==> config.mk <==
export PLATFORM = sky130hd
export DESIGN_NAME = smss_ctrl
export DESIGN_NICKNAME = d
export VERILOG_FILES = /design/src/design/smss_pkg.sv /design/src/design/smss_ctrl.sv
export SDC_FILE = /design/constraint.sdc
export NUM_CORES = 1
export LEC_CHECK = 0
export ABC_CLOCK_PERIOD_IN_PS = 1150
export BUFFER_PORTS_ARGS = -buffer_cell sky130_fd_sc_hd__buf_2
export CORE_AREA = 3 3 40 42
export CTS_CLUSTER_SIZE = 8
export DETAILED_ROUTE_END_ITERATION = 6
export DIE_AREA = 0 0 43 45
export SYNTH_ARGS = -nofsm -noshare
export SYNTH_HDL_FRONTEND = slang
export SYNTH_SLANG_ARGS = --single-unit
==> constraint.sdc <==
create_clock -name i_clk -period 1.15 [get_ports i_clk]
set_clock_uncertainty 0.2 [all_clocks]
set_input_delay 0.115 -clock i_clk [delete_from_list [all_inputs] [get_ports i_clk]]
set_output_delay 0.115 -clock i_clk [all_outputs]
set_load 0.005 [all_outputs]
==> src/design/smss_pkg.sv <==
`timescale 1ns / 1ps

package smss_pkg;

    // Default sizes handed to the top level
    localparam int DEF_MAX_ROWS    = 16;
    localparam int DEF_MAX_COLS    = 16;
    localparam int DEF_VALUE_WIDTH = 32;

    // Fixed field widths
    localparam int IDX_W     = 4;
    localparam int CFG_W     = 5;
    localparam int CFG_IDX_W = 1;

    // Configuration register indexes and reset value
    localparam logic [CFG_IDX_W-1:0] CFG_ROWS = 1'b0;
    localparam logic [CFG_IDX_W-1:0] CFG_COLS = 1'b1;
    localparam logic [CFG_W-1:0]     CFG_AREA_RESET = 5'd16;

    // Operation codes
    localparam logic OP_WRITE  = 1'b0;
    localparam logic OP_SEARCH = 1'b1;

    // Controller states
    typedef enum logic [1:0] {
        ST_IDLE,
        ST_CHECK,
        ST_CMP,
        ST_DONE
    } t_state;

    // Controller to datapath
    typedef struct packed {
        logic load;
        logic write;
        logic step_down;
        logic step_left;
        logic set_hit;
        logic out_load;
    } t_cmd;

    // Datapath to controller
    typedef struct packed {
        logic outside;
        logic eq;
        logic lt;
    } t_stat;

endpackage

==> src/design/smss_ctrl.sv <==
`timescale 1ns / 1ps

module smss_ctrl (
    input  logic            i_clk,
    input  logic            i_rst_n,
    input  logic            i_req_valid,
    input  logic            i_req_op,
    output logic            o_req_ready,
    input  logic            i_rsp_ready,
    output logic            o_rsp_valid,
    input  smss_pkg::t_stat i_stat,
    output smss_pkg::t_cmd  o_cmd
);
    import smss_pkg::*;

    t_state r_state, n_state;
    logic   r_rsp_valid;
    logic   accept;
    logic   out_free;

    assign o_req_ready = (r_state == ST_IDLE) && i_rst_n;
    assign accept      = i_req_valid && o_req_ready;
    assign out_free    = !r_rsp_valid || i_rsp_ready;

    // Next state
    always_comb begin
        n_state = r_state;
        case (r_state)
            ST_IDLE: begin
                if (accept && (i_req_op == OP_SEARCH)) begin
                    n_state = ST_CHECK;
                end
            end
            ST_CHECK: begin
                n_state = i_stat.outside ? ST_DONE : ST_CMP;
            end
            ST_CMP: begin
                n_state = i_stat.eq ? ST_DONE : ST_CHECK;
            end
            ST_DONE: begin
                if (out_free) begin
                    n_state = ST_IDLE;
                end
            end
            default: n_state = ST_IDLE;
        endcase
    end

    // Commands
    always_comb begin
        o_cmd = '0;
        case (r_state)
            ST_IDLE: begin
                o_cmd.write = accept && (i_req_op == OP_WRITE);
                o_cmd.load  = accept && (i_req_op == OP_SEARCH);
            end
            ST_CMP: begin
                if (i_stat.eq) begin
                    o_cmd.set_hit = 1'b1;
                end else if (i_stat.lt) begin
                    o_cmd.step_down = 1'b1;
                end else begin
                    o_cmd.step_left = 1'b1;
                end
            end
            ST_DONE: begin
                o_cmd.out_load = out_free;
            end
            default: ;
        endcase
    end

    always_ff @(posedge i_clk) begin
        if (!i_rst_n) begin
            r_state <= ST_IDLE;
        end else begin
            r_state <= n_state;
        end
    end

    // Result beat valid
    always_ff @(posedge i_clk) begin
        if (!i_rst_n) begin
            r_rsp_valid <= 1'b0;
        end else if (o_cmd.out_load) begin
            r_rsp_valid <= 1'b1;
        end else if (i_rsp_ready) begin
            r_rsp_valid <= 1'b0;
        end
    end

    assign o_rsp_valid = r_rsp_valid;

endmodule

==> results of run 1 <==
==> layer usage <==
metal | GRT usage | vias up
li1 | - | 119
met1 | 0.0552 | 109
met2 | 0.105 | 9
met3 | 0.0319 | 2
met4 | 0.0904 | 0
met5 | 0 | -
==> cells in the final DEF (no fill, tap or decap), drive strengths merged, types with 2 or more instances in the layout <==
master and instances:
buf 18, clkbuf 4, nand2 3, dfxtp 3, and3b 2, a21boi 2
==> synthesized netlist by cell type, drive strengths merged <==
cell,number,area share
nor2b,1,0.048
and3b,2,0.096
nor3b,1,0.068
dfxtp,3,0.33
a21oi,1,0.027
o21a,1,0.041
and4bb,1,0.068
a21boi,2,0.082
nor4b,1,0.048
nand2b,1,0.034
nor2,1,0.021
and3,1,0.034
o21ai,1,0.027
nand2,3,0.075
==> what timing repair did <==
action / 4_1_cts / 5_1_grt
endpoints found under the setup margin: 9 / 9
buffers inserted: 3 / 0
endpoints found under the hold margin: 3 / 0
hold buffers: 1 / 0
gates resized for setup: 4 / 2
pin swaps: 2 / 2
==> sequential cells by signal (all words and copies together), names as in the netlist <==
register and flops:
r_state 2, o_rsp_valid 1
==> final cells by class <==
type | count | area (um^2)
Fill cell | 144 | 931
Multi-Input combinational cell | 17 | 134
Timing Repair Buffer | 19 | 108
Sequential cell | 3 | 67.6
Clock buffer | 4 | 26.3
Tap cell | 15 | 18.8
==> power breakdown <==
group	internal [W]	total (W)	switching (W)
Sequential	0.000111	0.000123	0.0000115
Combinational	0.0000446	0.0000700	0.0000254
Clock	0.000130	0.000188	0.0000578
Total	0.000286	0.000381	0.0000946
==> through the flow <==
step | area (um^2) | power (W) | worst slack [ns] | hold slack (ns) | utilization
6_report | 354 | 0.000381 | -0.229 | 0.0274 | 0.276
5_1_grt | 354 | 0.000409 | -0.308 | 0.0739 | 0.276
4_1_cts | 343 | 0.000384 | -0.253 | 0.0275 | 0.267
3_5_place_dp | 277 | 0.000179 | -0.0320 | 0.170 | 0.215
3_3_place_gp | 277 | 0.000179 | -0.00878 | 0.168 | 0.215
2_1_floorplan | 183 | 0.000149 | 0.0337 | 0.0326 | -
==> kinds of logic (layout without fill, tap and decap cells) <==
family	Yosys count	in the layout	synth area share
buf+inv	0	23	0
flops	3	3	0.329
compound gates	5	5	0.178
simple gates	12	12	0.493
==> path summary, 6_finish.rpt <==
path	slack [ns]	end
max	-0.23	o_cmd[5]
max reg2reg	-0.08	r_state[0]
min	0.03	o_rsp_valid
min reg2reg	0.35	o_rsp_valid
==> worst max-delay path, cell delays in order, from the launching register on <==
cell and delay, ns:
dfxtp_4 0.35, nor3b_4 0.20, and3_1 0.17, buf_2 0.10
==> flow_summary.toml, run 1 <==
[global_routing]
grt_pass1_vias = 259
grt_usage = 0.0673
antenna_found_initial = 0
grt_pass1_wl_um = 903
overflow = 0
grt_max_degree = 8

[synthesis]
synthCells = 20
synth_nets = 28
synth-seq-cells = 3
syn_area_um2 = 183
yosysSeqAreaShare = 0.329
syn_area_per_cell_um2 = 9.13
ys_types = 15
ys_warn_count = 0

[clocking]
cts_tree = "built"
cts_buffer_depth = 2
clkSlewWorstSetupHoldPaths_ns = 0.04
numClockSinks = 3
cts-root-buf = "clkbuf_4"
clock_latency_ns = 0.23
h-tree-depth = 1
numCtsBuffers = 3

[critical_path]
startpoint_type = "flop"
cp.arrival_ns = 1.06
rr_worst_depth = 5
critPathMaxFanout = 6
setup.worst_path.start = "r_state[0]"
critical_path_class = "reg2out"
cp.required_ns = 0.83
r2r_start = "r_state[0]"
endpoint_kind = "primary output"

[route]
top_layer = "met4"
routed-wl-met3_um = 42
via_per_inst = 4.12
drt_iter0_drc = 0
drc = 0
wl_met2_um = 265
dr.pass1.iters = 1
wl_per_cell_um = 9.05
vias = 239
met1Wirelength_um = 200
drtAntennaViolNets = 0
totalWireLength_um = 525

[timing]
setup_viol = 8
max_freq_mhz = 725
worstMarginPinSlew_ns = 0.237
finalHoldViolCount = 0
rsz0062_at_grt = "yes"
tns_ns = -1.23
min_period_ns = 1.38
relSlewSlack = 0.840
post-route-period-util = 1.20
drv_slew = 0
setup_slack_ns = -0.229

[flow_run]
max_cap_viol_count = 0

[hold_path]
hold_class = "in2reg"
hold_depth = 3
min_from = "i_rsp_ready"

[pwr]
leakage_nw = 0.189
vdd_drop_max_mv = 0.354
power_density_mw_per_mm2 = 1070

[placed_design]
gp_congestion = 0.686
dp_hpwl_um = 417
port_buffers = 15
placed_cells = 50

[die]
ios = 16
fp.coreArea_mm2 = 0.00128
die-area_mm2 = 0.00194
rows = 13
initial_core_util = 0.142
die_w_um = 43
die_h_um = 45

[layout]
final_cell_count_no_fill = 58
nets = 52
drive_above_1_share = 0.628
num_antenna_cells = 0
area_delta_synth_final_pct = 93.8

[run_status]
outcome = "finished, violations left"
violations = "setup timing"
No activity file was read; power rests on OpenSTA's default activity.
==> inputs of run 2 (changes only) <==
--- a/config.mk
+++ b/config.mk
@@ -5,6 +5,7 @@
 export SDC_FILE = /design/constraint.sdc
 export NUM_CORES = 1
 export LEC_CHECK = 0
+export ABC_AREA = 1
 export ABC_CLOCK_PERIOD_IN_PS = 1150
 export BUFFER_PORTS_ARGS = -buffer_cell sky130_fd_sc_hd__buf_2
 export CORE_AREA = 3 3 40 42
==> run 2 against run 1 <==
  * Largest power group unchanged
  * Critical path depth up 1
  * Critical path type unchanged
  * Global-route usage shrank 0.24 points
  * Worst setup slack better by 0.068 ns
  * Highest routed layer is now met3
  * Clock power hardly changed
  * Sequential cell count unchanged
  * Utilization decreased by 1.1 points
  * Combinational power increased by 15%
  * Clock-buffer cell count unchanged
  * Sequential share of layout area grew 0.77 points
  * The run ends with hold timing, setup timing left
  * Final area decreased by 3.9%
==> flow_summary.toml, run 2 <==
[route]
totalWireLength_um = 507
drtAntennaViolNets = 0
drc = 0
drt_iter0_drc = 4
routed-wl-met3_um = 92
top_layer = "met3"
wl_per_cell_um = 7.68
met1Wirelength_um = 245
wl_met2_um = 170
vias = 241
dr.pass1.iters = 4
via_per_inst = 3.65

[synthesis]
syn_area_per_cell_um2 = 5.67
ys_types = 9
synth_nets = 40
synth_area_leader_cell = "dfxtp_1"
synthTopCellsByCount = "7 x inv_1, 7 x nand2_1, 7 x nor2_1, 3 x dfxtp_1, 3 x nor3_1"
syn_area_um2 = 181
synthTopCellsByArea = "dfxtp_1 33%, inv_1 14%, nand2_1 14%, nor2_1 14%, nor3_1 8.3%"
ys_warn_count = 0
async_flop_share = 0
synthCells = 32
synth_edf_count = 0
synth_ff_type = "dfxtp_1"
yosysTopAreaCellShare = 0.331
synth-seq-cells = 3
yosysSeqAreaShare = 0.331

[critical_path]
startpoint_type = "flop"
cp_slowest_cell = "dfxtp_4"
cp.depth = 4
critical_path_class = "reg2out"
rr_worst_depth = 5
path_buf_inv = 1
critPathMaxFanout = 6
reg2reg_slack_ns = 0.05
rr_endpoint = "r_state[0]"
endpoint_kind = "primary output"
cp.required_ns = 0.83
critical-path-max-stage-delay_ns = 0.36
crit_family = "flip-flops"
setup.worst_path.end = "o_cmd[4]"
worstPathCellList = "nor3_4 -> nand2_1 -> nor2_1 -> buf_2"
r2r_start = "r_state[1]"
cp.arrival_ns = 1.00
setup.worst_path.start = "r_state[0]"

[timing]
drv_slew = 0
finalHoldWorstSlack_ns = -0.0217
worstMarginPinSlew_ns = 0.183
setup_slack_ns = -0.161
min_period_ns = 1.31
setup_viol = 7
rsz0062_at_grt = "yes"
finalHoldViolCount = 2
post-route-period-util = 1.14
max_freq_mhz = 763
relSlewSlack = 0.878

[clocking]
cts_tree = "built"
h-tree-depth = 1
clock_latency_ns = 0.23
numClockSinks = 3
clkSlewWorstSetupHoldPaths_ns = 0.04
cts_buffer_depth = 2
numCtsBuffers = 3
cts-root-buf = "clkbuf_4"
post_cts_buffers = 0

[layout]
final_cell_count_no_fill = 66
multi_input_area_um2 = 126
nFillCells = 141
seqCellArea_um2 = 67.6
layout_common_cells = "15 x buf_2, 7 x inv_1, 6 x nand2_1"
num_antenna_cells = 0
nets = 60
final_common_cell = "buf_2"
drive_above_1_share = 0.529
largest_register_ffs = 2
area_delta_synth_final_pct = 87.6
top_register = "r_state"

[die]
initial_core_util = 0.141
die_w_um = 43
die-area_mm2 = 0.00194
die_h_um = 45
rows = 13
fp.coreArea_mm2 = 0.00128
ios = 16

[placed_design]
placed_cells = 62
port_buffers = 15
gp_congestion = 0.686
dp_hpwl_um = 388

[global_routing]
grt_pass1_wl_um = 848
overflow = 0
grt_max_degree = 7
grt_usage = 0.0649
antenna_found_initial = 0
grt_pass1_vias = 203

[run_status]
violations = "hold timing, setup timing"
outcome = "finished, violations left"

[pwr]
seqPwrFrac = 0.329
netSwitchingFraction = 0.286
p_comb_frac = 0.202
finalPower_w = 0.000397
p_int_w = 0.000284
power_density_mw_per_mm2 = 1170
vdd_drop_max_mv = 0.539
switching_power_w = 0.000114
clockPowerShare = 0.469
leakage_nw = 0.188

[hold_path]
hold_class = "in2reg"

[flow_run]
max_cap_viol_count = 0
## run 2: cell types whose count changed in the layout (fill, tap and decap cells not counted), moves of 2 or more
cell,change
nor2_1,+3
inv_1,+7
and3b_1,-2
buf_4,-3
nand2_1,+4
a21boi_0,-2
nor2_2,+3
## run 2: worst register-to-register path: stages (launching register included)
cell and delay (ns):
dfxtp_4 0.36, nor2_2 0.12, nand4_1 0.10, nand2_1 0.07
nand2_1 0.05, a21oi_1 0.11
## run 2: cells by family after synthesis
family / count (synthesis) / share of synthesized area
AO/OA/AOI/OAI: 3 / 0.0827
flip-flops: 3 / 0.331
AND/OR/NAND/NOR: 19 / 0.441
buffers and inverters: 7 / 0.145
## run 2: what timing repair did
action / CTS / global route
endpoints found under the setup margin: 7 / 7
pin swaps: 3 / 0
resized for setup: 9 / 3
cloned: 0 / 0
endpoints found under the hold margin: 2 / 2
## run 2: routing by layer
layer	vias to the layer above	GRT usage
li1	136	-
met1	90	0.0819
met2	15	0.0659
met3	0	0.0637
met4	0	0.0361
met5	-	0
## run 2: how the worst min path moves through the flow
stage                      from          end  slack [ns]  depth (start not counted)
finish              i_rsp_ready   r_state[0]       -0.02                          4
global route        i_rsp_ready   r_state[0]       -0.02                          4
CTS                 i_rsp_ready   r_state[0]       -0.05                          4
detailed placement      i_rst_n  o_rsp_valid        0.21                          3
global placement    i_rsp_ready   r_state[0]        0.21                          4
floorplan              i_req_op     o_cmd[4]        0.06                          1
## run 2: power groups by stage
stage / clock network, W / registers (W) / logic [W]
after detailed placement: 0 / 0.000126 / 0.0000706
after floorplan: 0 / 0.000124 / 0.0000390
after global routing: 0.000216 / 0.000132 / 0.0000901
final: 0.000186 / 0.000131 / 0.0000804
after global placement: 0 / 0.000126 / 0.0000700
after CTS: 0.000197 / 0.000130 / 0.0000790
## run 2: stage by stage
step	util	instance area, um^2	hold WS [ns]	setup TNS, ns	setup WS, ns
6_report	0.265	340	-0.0217	-0.680	-0.161
3_5_place_dp	0.214	275	0.213	-0.0309	-0.0309
5_1_grt	0.265	340	-0.0202	-1.23	-0.279
4_1_cts	0.257	330	-0.0450	-0.786	-0.176
3_3_place_gp	0.214	275	0.209	0	0.00729
2_1_floorplan	-	181	0.0611	0	0.0426
## run 2: area by class of cell
cell class	count	share of cell area
Tap cell	15	0.0551
Multi-Input combinational cell	22	0.371
Timing Repair Buffer	15	0.221
Sequential cell	3	0.199
Clock buffer	4	0.0772
Inverter	7	0.0772
